## src/rtl/egcd_pkg.sv

```systemverilog
// Package for the extended gcd block: widths, controller-to-datapath command
// and status types. No dependencies.
package egcd_pkg;

    localparam int OPERAND_WIDTH = 32;
    localparam int COEFF_WIDTH   = OPERAND_WIDTH + 1;
    localparam int CNT_WIDTH     = $clog2(OPERAND_WIDTH);

    // Commands from controller to datapath
    typedef struct packed {
        logic load;      // capture and order operands, reset recurrences
        logic div_init;  // start a division of r0 by r1
        logic div_step;  // one restoring-division bit
        logic update;    // advance Euclid step and start next division
        logic load_out;  // register final result
    } egcd_cmd_t;

    // Status from datapath to controller
    typedef struct packed {
        logic zero_small; // smaller operand is zero
        logic div_last;   // current division bit is the last one
        logic rem_zero;   // remainder of finished division is zero
    } egcd_status_t;

endpackage

```

## src/rtl/extended_gcd_bezout_top.sv

```systemverilog
// Without a zero smaller operand, one bit-serial division runs per Euclid step.
// Throughput: one transaction at a time; the restoring divider takes one quotient
// bit per cycle and sets the rate. A new transaction is taken while a finished
// result still waits in the output register.
// Reset (rst_n, async, active low) clears control state and the output valid.
module extended_gcd_bezout_top
(
    input  logic                                    clk,
    input  logic                                    rst_n,
    input  logic                                    in_valid,
    output logic                                    in_ready,
    input  logic [egcd_pkg::OPERAND_WIDTH-1:0]      operand_a,
    input  logic [egcd_pkg::OPERAND_WIDTH-1:0]      operand_b,
    output logic                                    out_valid,
    input  logic                                    out_ready,
    output logic [egcd_pkg::OPERAND_WIDTH-1:0]      gcd_value,
    output logic signed [egcd_pkg::COEFF_WIDTH-1:0] coeff_a,
    output logic signed [egcd_pkg::COEFF_WIDTH-1:0] coeff_b,
    output logic                                    zero_operand
);

    // Command and status between the sequencer and the datapath
    egcd_pkg::egcd_cmd_t    cmd;
    egcd_pkg::egcd_status_t status;

    // Sequencer: idle -> load -> (divide, check, update)* -> finish.
    // The finish state holds until the output register is free.
    egcd_ctrl u_ctrl
    (
        .clk       (clk),
        .rst_n     (rst_n),
        .in_valid  (in_valid),
        .in_ready  (in_ready),
        .out_valid (out_valid),
        .out_ready (out_ready),
        .cmd       (cmd),
        .status    (status)
    );

    // Datapath: remainders, continuants, bit-serial divider and the
    // result register. Quotient bits feed the continuant accumulators
    // directly, so no quotient storage is needed.
    egcd_dpath u_dpath
    (
        .clk          (clk),
        .rst_n        (rst_n),
        .cmd          (cmd),
        .status       (status),
        .operand_a    (operand_a),
        .operand_b    (operand_b),
        .gcd_value    (gcd_value),
        .coeff_a      (coeff_a),
        .coeff_b      (coeff_b),
        .zero_operand (zero_operand)
    );

endmodule

```

## src/rtl/egcd_dpath.sv

```systemverilog
// Datapath of the extended gcd block: operand ordering, bit-serial divider
// with on-the-fly continuant accumulation, result mapping. Uses egcd_pkg.
module egcd_dpath
(
    input  logic                                   clk,
    input  logic                                   rst_n,
    input  egcd_pkg::egcd_cmd_t                    cmd,
    output egcd_pkg::egcd_status_t                 status,
    input  logic [egcd_pkg::OPERAND_WIDTH-1:0]     operand_a,
    input  logic [egcd_pkg::OPERAND_WIDTH-1:0]     operand_b,
    output logic [egcd_pkg::OPERAND_WIDTH-1:0]     gcd_value,
    output logic signed [egcd_pkg::COEFF_WIDTH-1:0] coeff_a,
    output logic signed [egcd_pkg::COEFF_WIDTH-1:0] coeff_b,
    output logic                                   zero_operand
);

    localparam int W  = egcd_pkg::OPERAND_WIDTH;
    localparam int CW = egcd_pkg::COEFF_WIDTH;

    logic [W-1:0]   r0_reg, r1_reg, d_reg;
    logic [W-1:0]   k0_reg, k1_reg, l0_reg, l1_reg;
    logic [W-1:0]   kacc_reg, lacc_reg;
    logic [W-1:0]   rem_reg;
    logic [egcd_pkg::CNT_WIDTH-1:0] cnt_reg;
    logic           swapped_reg, zero_reg, n_odd_reg, n_nz_reg;

    logic [W:0]     trial;
    logic           ge;
    logic [W-1:0]   rem_next, kacc_next, lacc_next;
    logic           swapped;
    logic [CW-1:0]  c_big, c_small, k1_ext, l1_ext;

    assign swapped  = operand_a < operand_b;
    assign trial    = {rem_reg, d_reg[W-1]};
    assign ge       = trial >= {1'b0, r1_reg};
    assign rem_next = ge ? W'(trial - {1'b0, r1_reg}) : trial[W-1:0];
    assign kacc_next = {kacc_reg[W-2:0], 1'b0} + (ge ? k1_reg : '0);
    assign lacc_next = {lacc_reg[W-2:0], 1'b0} + (ge ? l1_reg : '0);

    assign status.zero_small = zero_reg;
    assign status.div_last   = cnt_reg == '0;
    assign status.rem_zero   = rem_reg == '0;

    // Datapath registers carry no reset
    always_ff @(posedge clk)
    begin
        if (cmd.load)
        begin
            swapped_reg <= swapped;
            r0_reg      <= swapped ? operand_b : operand_a;
            r1_reg      <= swapped ? operand_a : operand_b;
            zero_reg    <= (swapped ? operand_a : operand_b) == '0;
            k0_reg      <= '0;
            k1_reg      <= W'(1);
            l0_reg      <= '0;
            l1_reg      <= W'(1);
            n_odd_reg   <= 1'b0;
            n_nz_reg    <= 1'b0;
        end
        if (cmd.div_init)
        begin
            d_reg    <= r0_reg;
            rem_reg  <= '0;
            kacc_reg <= '0;
            lacc_reg <= '0;
            cnt_reg  <= egcd_pkg::CNT_WIDTH'(W - 1);
        end
        if (cmd.div_step)
        begin
            d_reg    <= {d_reg[W-2:0], 1'b0};
            rem_reg  <= rem_next;
            kacc_reg <= kacc_next;
            lacc_reg <= lacc_next;
            cnt_reg  <= cnt_reg - 1'b1;
        end
        if (cmd.update)
        begin
            n_nz_reg  <= 1'b1;
            n_odd_reg <= ~n_odd_reg;
            // quotient times newest term, plus the older term
            k0_reg    <= k1_reg;
            k1_reg    <= kacc_reg + k0_reg;
            if (n_nz_reg)
            begin
                l0_reg <= l1_reg;
                l1_reg <= lacc_reg + l0_reg;
            end
            r0_reg   <= r1_reg;
            r1_reg   <= rem_reg;
            // start next division of old r1 by remainder
            d_reg    <= r1_reg;
            rem_reg  <= '0;
            kacc_reg <= '0;
            lacc_reg <= '0;
            cnt_reg  <= egcd_pkg::CNT_WIDTH'(W - 1);
        end
    end

    assign k1_ext = {1'b0, k1_reg};
    assign l1_ext = {1'b0, l1_reg};

    always_comb
    begin
        if (zero_reg)
        begin
            c_big   = CW'(1);
            c_small = '0;
        end
        else if (!n_nz_reg)
        begin
            c_big   = '0;
            c_small = CW'(1);
        end
        else if (n_odd_reg)
        begin
            c_big   = l1_ext;
            c_small = CW'(0) - k1_ext;
        end
        else
        begin
            c_big   = CW'(0) - l1_ext;
            c_small = k1_ext;
        end
    end

    always_ff @(posedge clk or negedge rst_n)
    begin
        if (!rst_n)
        begin
            zero_operand <= 1'b0;
        end
        else if (cmd.load_out)
        begin
            zero_operand <= zero_reg;
        end
    end

    always_ff @(posedge clk)
    begin
        if (cmd.load_out)
        begin
            gcd_value <= zero_reg ? r0_reg : r1_reg;
            coeff_a   <= swapped_reg ? c_small : c_big;
            coeff_b   <= swapped_reg ? c_big : c_small;
        end
    end

endmodule

```

## src/rtl/egcd_ctrl.sv

```systemverilog
// Controller of the extended gcd block: sequences load, division bits,
// Euclid updates and result handoff. Uses egcd_pkg.
module egcd_ctrl
(
    input  logic                   clk,
    input  logic                   rst_n,
    input  logic                   in_valid,
    output logic                   in_ready,
    output logic                   out_valid,
    input  logic                   out_ready,
    output egcd_pkg::egcd_cmd_t    cmd,
    input  egcd_pkg::egcd_status_t status
);

    typedef enum logic [2:0] {
        ST_IDLE,
        ST_INIT,
        ST_DIV,
        ST_CHECK,
        ST_FINISH
    } state_t;

    state_t state_reg, state_next;
    logic   out_valid_reg, out_valid_next;
    logic   out_free;

    assign out_free  = !out_valid_reg || out_ready;
    assign in_ready  = state_reg == ST_IDLE;
    assign out_valid = out_valid_reg;

    always_comb
    begin
        state_next     = state_reg;
        out_valid_next = out_valid_reg && !out_ready;
        cmd            = '0;
        case (state_reg)
            ST_IDLE:
            begin
                if (in_valid)
                begin
                    cmd.load   = 1'b1;
                    state_next = ST_INIT;
                end
            end
            ST_INIT:
            begin
                if (status.zero_small)
                begin
                    state_next = ST_FINISH;
                end
                else
                begin
                    cmd.div_init = 1'b1;
                    state_next   = ST_DIV;
                end
            end
            ST_DIV:
            begin
                cmd.div_step = 1'b1;
                if (status.div_last)
                begin
                    state_next = ST_CHECK;
                end
            end
            ST_CHECK:
            begin
                if (status.rem_zero)
                begin
                    state_next = ST_FINISH;
                end
                else
                begin
                    cmd.update = 1'b1;
                    state_next = ST_DIV;
                end
            end
            ST_FINISH:
            begin
                if (out_free)
                begin
                    cmd.load_out   = 1'b1;
                    out_valid_next = 1'b1;
                    state_next     = ST_IDLE;
                end
            end
            default:
            begin
                state_next = ST_IDLE;
            end
        endcase
    end

    always_ff @(posedge clk or negedge rst_n)
    begin
        if (!rst_n)
        begin
            state_reg     <= ST_IDLE;
            out_valid_reg <= 1'b0;
        end
        else
        begin
            state_reg     <= state_next;
            out_valid_reg <= out_valid_next;
        end
    end

endmodule

```

## config.mk

```make
export PLATFORM = sky130hd
export DESIGN_NAME = extended_gcd_bezout_top
export DESIGN_NICKNAME = d
export VERILOG_FILES = /design/src/rtl/egcd_pkg.sv /design/src/rtl/extended_gcd_bezout_top.sv /design/src/rtl/egcd_dpath.sv /design/src/rtl/egcd_ctrl.sv
export SDC_FILE = /design/constraint.sdc
export NUM_CORES = 1
export LEC_CHECK = 0
export BUFFER_PORTS_ARGS = -buffer_cell sky130_fd_sc_hd__buf_2
export CAP_MARGIN = 0
export CORE_ASPECT_RATIO = 0.8
export CORE_MARGIN = 2
export CORE_UTILIZATION = 30
export CTS_CLUSTER_SIZE = 14
export DETAILED_ROUTE_END_ITERATION = 6
export HOLD_SLACK_MARGIN = 0.08
export PLACE_DENSITY_LB_ADDON = 0.1
export SLEW_MARGIN = 20
export SYNTH_ARGS = -nofsm -noshare
export SYNTH_HDL_FRONTEND = slang
export SYNTH_SLANG_ARGS = --single-unit
```

## constraint.sdc

```tcl
create_clock -name clk -period 4.8 [get_ports clk]
set_clock_uncertainty 0.1 [all_clocks]
set_input_delay 0.48 -clock clk [delete_from_list [all_inputs] [get_ports clk]]
set_output_delay 0.48 -clock clk [all_outputs]
set_load 0.02 [all_outputs]
```

==> Yosys cells after proc, flatten, opt, wreduce, memory -nomap -nowiden <==
Cells that the tools add are included.
{ "op_classes": {"n_addsub": 8, "order_cmp": 2, "n_mux": 56, "reduce_logical": 12, "n_bitwise": 1, "eq_ne": 7} }
{ "op_table": {"columns": ["cell", "n"], "rows": [
  ["32-bit two-way mux", 27],
  ["33-bit two-way mux", 8],
  ["32-bit adder", 4],
  ["1-bit by 32-bit subtractor with 33-bit output (first input constant)", 2],
  ["32-bit logical NOT", 2],
  ["33-bit by 32-bit greater-or-equal comparator with 1-bit output", 1],
  ["32-bit < comparator", 1],
  ["32-bit subtractor", 1],
  ["3-bit two-way mux", 5],
  ["3-bit one-hot mux with 5 select lines", 1],
  ["1-bit two-way mux", 13],
  ["5-bit two-way mux", 2],
  ["3-bit by 2-bit equality test with 1-bit output (second input constant)", 2],
  ["5-bit logical NOT", 1],
  ["5-bit by 1-bit subtractor with 5-bit output (second input constant)", 1],
  ["2-bit inequality test (second input constant)", 2],
  ["2-bit nonzero test", 2],
  ["3-bit by 1-bit equality test with 1-bit output (second input constant)", 1],
  ["3-bit equality test (second input constant)", 1],
  ["3-bit logical NOT", 1],
  ["3-bit AND reduction", 1],
  ["3-bit nonzero test", 1],
  ["1-bit logical NOT", 2],
  ["2-bit by 1-bit inequality test with 1-bit output (second input constant)", 1],
  ["3 further kinds", 3]
]} }
{ "totals": {"elab_cells": 107, "reg_bits": 432, "input_bits": 68, "output_inout_bits": 101} }

==> Logic depth before layout (Yosys ltp) <==
Gate-level depths: netlist of the first run.
{ "logic_depth": {"depth_word": 5, "ltp_mapped": 23, "mapped_depth_nobuf": 20} }

==> Modules after synthesis <==
From an unflattened synthesis of the first run, not the netlist that was laid out.
{ "hier_totals": {"cells_unflattened": 3043, "area_unflattened_um2": 27669.0} }
{ "modules_own_cells": {"columns": ["mod", "n_inst", "area_per_inst_um2", "cells_per_inst"], "rows": [
  ["egcd_dpath", 1, 27438.8, 3023],
  ["egcd_ctrl", 1, 230.2, 20]
]} }

==> Worst setup path after synthesis of the first run <==
No wires, ideal clock.
{ "synth_path": {"path_type": "reg2reg", "start": "register u_dpath.r1_reg[22]", "end": "register u_dpath.kacc_reg[23]", "n_path_buf": 3, "t_arrival_ps": 4982, "path_stages_with_launch": 24, "synth_period_minus_slack_ps": 5199, "setup_slack_ps": -399, "path_cell_list": "edfxtp_1 > inv_1 > ha_1 > buf_2 > a21oi_1 > o21ai_1 > nor2b_1 > or4_1 > or3_4 > o21ai_4 > buf_2 > buf_2 > nor2_1 > ha_1 > fa_1 > a211oi_1 > o21bai_1 > a21oi_1 > o21ai_0 > a21boi_0 > and3b_1 > nor3_1 > xor2_1 > a22o_1"} }
{ "synth_via": {"elab_chain_len": 4} }
{ "synth_rtl": {"columns": ["item", "line", "rtl"], "rows": [
  ["start, declared", "egcd_dpath.sv:20", "logic [W-1:0] r0_reg, r1_reg, d_reg;"],
  ["start signal, assigned", "egcd_dpath.sv:51", "r1_reg <= swapped ? operand_a : operand_b;"],
  ["start signal, assigned", "egcd_dpath.sv:89", "r1_reg <= rem_reg;"],
  ["33-bit by 32-bit greater-or-equal comparator with 1-bit output", "egcd_dpath.sv:35", "assign ge = trial >= {1'b0, r1_reg};"],
  ["32-bit two-way mux", "egcd_dpath.sv:37", "assign kacc_next = {kacc_reg[W-2:0], 1'b0} + (ge ? k1_reg : '0);"],
  ["32-bit adder", "egcd_dpath.sv:37", null],
  ["32-bit two-way mux", "egcd_dpath.sv:68", "if (cmd.div_step)"],
  ["end signal, assigned", "egcd_dpath.sv:72", "kacc_reg <= kacc_next;"],
  ["end, declared", "egcd_dpath.sv:22", "logic [W-1:0] kacc_reg, lacc_reg;"]
]} }
No other way between the ends.
A chain may end at the register's enable or synchronous reset.

==> Final worst setup path of the first run <==
{ "layout_path": {"start": "register u_dpath.r1_reg[28]", "end": "register u_dpath.lacc_reg[30]"} }
{ "layout_via": {"elab_chain_len": 4} }
{ "layout_rtl": {"columns": ["item", "line", "rtl"], "rows": [
  ["33-bit by 32-bit greater-or-equal comparator with 1-bit output", "egcd_dpath.sv:35", null],
  ["32-bit two-way mux", "egcd_dpath.sv:38", "assign lacc_next = {lacc_reg[W-2:0], 1'b0} + (ge ? l1_reg : '0);"],
  ["32-bit adder", "egcd_dpath.sv:38", null],
  ["32-bit two-way mux", "egcd_dpath.sv:68", null],
  ["end signal, assigned", "egcd_dpath.sv:73", "lacc_reg <= lacc_next;"],
  ["end, declared", "egcd_dpath.sv:22", null]
]} }
No other way between the ends.

==> metrics, run 1 <==
combinational family with the most area after synthesis compound AO/OA/AOI/OAI gates; asr flop ratio synth 1.157%; #FFs+latches synth 432; Initial Utilization roughly 30%; Antenna Violating Nets Remaining 0; TritonRoute pass-1 iters 5; Min-Delay Path Class input pin to async pin; clock latency on the worst-skew pair between 0.6 and 0.7 ns; hpwl dp 66480 um; CP Capture Type flop; Placed Cells 4538; # rows 99; Power, Total roughly 15 mW; XOR/XNOR Fraction of Synth Area roughly 5.6%; die width between 300 and 400 um; final hold vios 0; Distinct cells, synth 87; crit path kind flop to flop; status complete, but fails checks; NumNets Final about 3700; Post-synth EDFFs about 260; Setup WS post-layout -0.001810 ns; final worst-path cycle share 100.0%; Final Max Tran Viols 0; initial antenna violation count 4; Sink Count 432; clk slew on worst S/H paths about 0.060 ns; vias between 20000 and 25000; CP startpoint kind flop; required time of the critical path roughly 5.2 ns; per-cell routed wire length roughly 20 um; M3 GR Usage between 2 and 3%; met1 usage between 20 and 30%; grt met2 use about 28%; Synth Area in Simple Gates roughly 17%; fill count 9231; Commonest cells post-synth nand2_1 (366), edfxtp_1 (261), o21ai_0 (254); top-area cell type share of the netlist area 28.46%; DR DRC count 0; r2r setup slk -0.002 ns; RSZ-0062 raised after global routing yes; synthesized net count roughly 3300; max cap viols 0; failing checks negative setup slack; core area ~90000 um2; CP max FO 5; fmax 0.2083 GHz; Top Usage Layer GRT met1; share of cells above drive strength 1 23.49%; largest net degree at the start of global routing 80; Tmin final between 4 and 5 ns; Power Density about 440 nW/um2; Synth Area per Inst about 9 um2; Routed WL just over 90000 um; Yosys warnings 0; Finished Layout Cells between 4000 and 5000; relative max-transition margin between 30% and 40%; GP Congestion approximately 0.9; # IOs approximately 170; # setup viols final 1; Mapped Cells a little over 3000; Design Area, Final approximately 35000 um2; leak pwr ~14 nW; total track usage 19.01%; Adder-Cell Fraction of Synth Area 8.950%; global-route wire length before repair 139800 um; post-route setup TNS -0.001810 ns; Worst-Margin Slew roughly 1.0 ns; vias per std cell between 5 and 6; worst IR drop on VDD roughly 360 uV; die area about 94000 um2; Critical Path AT between 5 and 6 ns; CTS H-tree depth 2; synthesized area approximately 28000 um2; Max Buffers Root-to-Sink 3; GRT overflow 0; CTS tree built; clock tree root driver cell clkbuf_16; top-count cell post-synth nand2_1; Yosys top cell by area edfxtp_1; post-synthesis mux area share 4.738%; main area contributors after synthesis edfxtp_1 (28%), dfxtp_1 (12%), ha_1 (8.6%), nand2_1 (5.0%), o21ai_0 (4.6%); Main synth FF type edfxtp_1; CTS Buf Count 52; vias in the first global route ~23000; Area Growth Syn to Fin 25.77%; chip height roughly 280 um; Starting DRT DRC Count between 1500 and 2000; post-synthesis sequential area ratio about two fifths; Synth Area in Compound Gates 18.59%; DP Area 31590 um2; Port Buf Inserts ~170; top flop regs u_dpath.coeff_a x33, u_dpath.coeff_b x33
-- placed cells by master (no fill, tap or decap), types with 92 or more instances in the layout --
cell type,Yosys,layout
a21oi_1,196,163
buf_2,21,168
buf_4,2,304
dfxtp_1,166,166
edfxtp_1,261,261
ha_1,189,154
inv_1,117,107
nand2_1,366,358
nand3_1,100,98
nor2_1,220,216
o21ai_0,254,224
xor2_1,92,92
-- worst max-delay path, stage by stage (launching register included) --
cell,delay (ns)
edfxtp_1,0.37
inv_2,0.07
ha_4,0.27
nand4_1,0.21
or3_4,0.48
o31ai_4,0.31
nor2b_2,0.09
a31oi_4,0.19
o21ai_4,0.12
buf_12,0.16
buf_4,0.14
nor2b_4,0.14
ha_4,0.22
a211oi_4,0.26
o21ai_2,0.11
a311oi_2,0.25
buf_4,0.19
nor4b_4,0.05
o31ai_2,0.29
nand3_1,0.17
a31oi_2,0.19
xor2_1,0.17
o21ai_1,0.07
-- final cells by class --
class / count / area (um2) / area share, %
multi-input cells: 2328 / 16250 / 46.92
well taps: 1212 / 1516 / 4.378
repair buffers: 494 / 3435 / 9.915
clock inverters: 18 / 193.9 / 0.5599
diodes: 4 / 10.01 / 0.02890
clock buffers: 80 / 1503 / 4.338
inverters: 118 / 442.9 / 1.279
flip-flops and latches: 432 / 11290 / 32.58
-- cells by family (layout without fill, tap and decap cells) --
family	Yosys count	after routing
AOI/OAI and AO/OA	819	819
xor gates and xnor gates	176	176
adders and majority gates	194	194
buffers and inverters	261	710
DFF	432	432
muxes	124	124
other	0	4
and+or+nand+nor	1015	1015
-- where the power goes --
group          switching [mW]  total (mW)  internal [mW]
clock                    1.68        4.05           2.36
combinational            3.67        5.58           1.91
sequential              0.569        5.75           5.18
total                    5.92        15.4           9.45
-- final timing paths --
check                                   start              endpoint  cells past startpoint
max reg2reg                u_dpath.r1_reg[28]  u_dpath.lacc_reg[30]                     22
max                        u_dpath.r1_reg[28]  u_dpath.lacc_reg[30]                     22
min reg2reg                 u_dpath.l0_reg[2]     u_dpath.l0_reg[2]                      2
min in group clk                     in_valid   u_ctrl.state_reg[0]                      3
max in group asynchronous               rst_n   u_ctrl.state_reg[1]                      2
min                                     rst_n  u_dpath.zero_operand                      2
-- per-stage QoR --
step / hold WS, ns / worst slack, ns / util, %
floorplan: 0.08441 / -0.05662 / -
global placement: 0.2311 / -0.2467 / 34.69
detailed placement: 0.2404 / -0.2766 / 34.69
CTS: 0.09657 / -0.08586 / 37.12
global route: 0.1338 / -0.2341 / 38.03
finish: 0.1506 / -0.001810 / 38.05
-- metal layers --
layer	part of all wire [%]	vias to the layer above
met1	51	11828
met2	42	528
li1	-	11832
met3	4.7	99
met5	0	-
met4	2.3	0
-- what timing repair did --
item	in CTS	in global routing
buffers inserted	23	24
gates cloned	1	0
setup endpoints to repair	32	39
pin swaps	23	88
hold buffers	1	0
hold endpoints to repair	5	0
resized for setup	78	150
(Power assumes the default switching activity.)
==> run 2: changes to the inputs <==
Settings changed: SYNTH_HIERARCHICAL set to 1.
==> metrics, run 2 <==
CP Capture Type flop; #FFs+latches synth 432 (unchanged); Mapped Cells 3043 (+0.73%); Power, Total 15.67 mW (+2.0%); hpwl dp 69960 um (+5.2%); final hold vios 0 (unchanged); status complete, but fails checks; Commonest cells post-synth o21ai_0 (374), nand2_1 (271), edfxtp_1 (261); Reg2Reg Launch Point u_dpath/r1_reg[1]; CP startpoint kind flop; post-route setup TNS -8.262 ns (-8.260 ns); top flop regs u_dpath/coeff_a x33, u_dpath/coeff_b x33; CTS H-tree depth 2 (unchanged); final worst-path cycle share 109.6% (+9.6 points); largest net degree at the start of global routing 96 (+20%); Initial Utilization 30.31% (+0.058 points); CP max FO 5 (unchanged); HP Start operand_a[13]; worst IR drop on VDD 492.5 uV (+35%); GP Congestion 0.8452 (-6.3%); # IOs 169 (unchanged); asr flop ratio synth 1.157% (unchanged); DR DRC count 0 (unchanged); clock tree root driver cell clkbuf_16; synthesized area 27670 um2 (+0.46%); initial antenna violation count 2 (-2); worst reg2reg path depth 24 (+9.1%); Final Max Tran Viols 0 (unchanged); global-route wire length before repair 148100 um (+5.9%); TritonRoute pass-1 iters 5 (unchanged); vias 24844 (+2.3%); Setup WS post-layout -0.4613 ns (-0.4595 ns); max cap viols 0 (unchanged); NumNets Final 3750 (+1.7%); vias in the first global route 23999 (+3.3%); Tmin final 5.261 ns (+0.4595 ns); relative max-transition margin 24.48% (-6.8 points); Hold Path Stages 3; post-synthesis sequential area ratio 40.79% (-0.19 points); # rows 99 (unchanged); Post-synth EDFFs 261 (unchanged); core area 91290 um2 (+0.27%); Port Buf Inserts 168 (unchanged); CTS Buf Count 51 (-1.9%); GRT overflow 0 (unchanged); Yosys warnings 6 (+6); chip height 275.6 um (+0.23%); Min-Delay Path Class input pin to flop; fmax 0.1901 GHz (-8.7%); Hold Path End u_dpath/r1_reg[13]; clock latency on the worst-skew pair 0.63 ns (about the same); most common cell after layout, fill and taps aside buf_4; synthesized net count 3305 (+0.67%); Placement Setup Slack -0.6641 ns (-0.3875 ns); crit path kind flop to flop; top-area cell type share of the netlist area 28.33% (-0.13 points); share of cells above drive strength 1 23.09% (-0.40 points); vias per std cell 5.238 (+1.1%); Critical Path AT 5.65 ns (+0.48 ns); CTS tree built; Power Density 449.4 nW/um2 (+1.3%); Yosys top cell by area edfxtp_1; Area Growth Syn to Fin 26.04%; RSZ-0062 raised after global routing yes; Antenna Violating Nets Remaining 0 (unchanged); Sink Count 432 (unchanged); Main synth FF type edfxtp_1; # setup viols final 30 (+29); Synth Area per Inst 9.093 um2 (-0.26%); final core occ 38.20% (+0.16 points); die width 343.5 um (+0.23%); r2r setup slk -0.46 ns (-0.46 ns); Distinct cells, synth 82 (-5.7%); most frequent cells in the layout buf_4 (342), o21ai_0 (341), nand2_1 (266); Routed WL 97880 um (+6.4%); failing checks negative setup slack; Worst-Margin Slew 1.132 ns (+0.1002 ns); per-cell routed wire length 20.64 um (+5.2%); required time of the critical path 5.19 ns (+0.02 ns); leak pwr 14.76 nW (+3.3%); total track usage 20.23% (+1.2 points); die area 94690 um2 (+0.46%); clk slew on worst S/H paths 0.06 ns (about the same); Max Buffers Root-to-Sink 3 (unchanged); r2r endpoint u_dpath/kacc_reg[25]; main area contributors after synthesis edfxtp_1 (28%), dfxtp_1 (12%), ha_1 (8.5%), o21ai_0 (6.8%), a21oi_1 (4.1%); Starting DRT DRC Count 1811 (+11%); top-count cell post-synth o21ai_0
-- run 2: cells by family (layout without fill, tap and decap cells) --
| group | count (synthesis) | after routing | synth area share [%] |
|---|---|---|---|
| AO/OA/AOI/OAI | 947 | 948 | 20.88 |
| AND/OR/NAND/NOR | 901 | 901 | 15.86 |
| XOR/XNOR | 167 | 167 | 5.286 |
| multiplexers | 112 | 112 | 4.278 |
| buffers and inverters | 290 | 776 | 3.997 |
| adder cells (fa/ha/maj) | 194 | 194 | 8.908 |
| other | 0 | 1 | 0 |
| flip-flops | 432 | 432 | 40.79 |
-- run 2: cell type report --
class                   count  area (um2)
inverters                 140       528.0
flip-flops and latches    432       11290
well taps                1212        1516
fillers                  9208       56420
multi-input cells        2322       16140
diodes                      1       2.502
repair buffers            541        3840
clock inverters            20       102.6
clock buffers              75        1463
-- run 2: stage by stage --
stage               cell area, um2  hold slack (ns)  std cells
floorplan                    27920          0.08441       3043
global placement             31980           0.1991       4566
detailed placement           31980           0.2048       4566
CTS                          34370           0.1611       4724
global route                 34870           0.2042       4742
finish                       34870           0.1991       4743
-- run 2: routing by layer --
layer / wire, um / vias to the layer above / GRT usage, %
met4: 1568 / 0 / 4.011
met1: 50150 / 12191 / 30.72
met3: 4656 / 98 / 2.700
li1: - / 11993 / -
met2: 41500 / 562 / 30.39
met5: 0 / - / 0
-- run 2: worst max-delay path: stages, from the launching register on --
cell	delay, ns
edfxtp_1	0.43
inv_2	0.12
ha_4	0.21
nor2b_2	0.16
o21ai_2	0.18
a21oi_2	0.08
o21a_2	0.23
o211ai_1	0.30
buf_4	0.18
nand4_1	0.12
and2_4	0.20
o21a_4	0.27
buf_12	0.16
and2_4	0.16
fa_2	0.35
a21o_1	0.20
a21oi_2	0.17
o21ba_4	0.17
o21bai_4	0.07
o311a_4	0.38
o31a_1	0.32
o22a_1	0.20
a21oi_2	0.13
xor2_1	0.16
o21ai_1	0.07
-- run 2: worst max-delay path by stage --
stage,start,end,slack (ns),depth (start not counted)
5_1_grt,u_dpath/r1_reg[14],u_dpath/kacc_reg[25],-0.68,24
3_3_place_gp,u_dpath/r1_reg[1],u_dpath/kacc_reg[29],-0.56,25
3_5_place_dp,u_dpath/r1_reg[1],u_dpath/kacc_reg[29],-0.66,25
2_1_floorplan,u_dpath/r1_reg[1],u_dpath/lacc_reg[19],-0.13,24
6_report,u_dpath/r1_reg[1],u_dpath/kacc_reg[25],-0.46,24
4_1_cts,u_dpath/r1_reg[1],u_dpath/lacc_reg[26],-0.43,25
-- run 2: timing repair --
action                                  CTS  global route
endpoints found under the setup margin   39            46
gates cloned                              1             2
buffers inserted                         59            26
resized for setup                        73            87
pin swaps                                68            91
hold endpoints to repair                  8             0
hold buffers                              4             0
-- run 2: report_power, final --
part,leakage [nW],internal [mW],switching [mW]
registers,3.87,5.18,0.514
logic,10.1,2.17,4.00
clock network,0.760,2.10,1.71
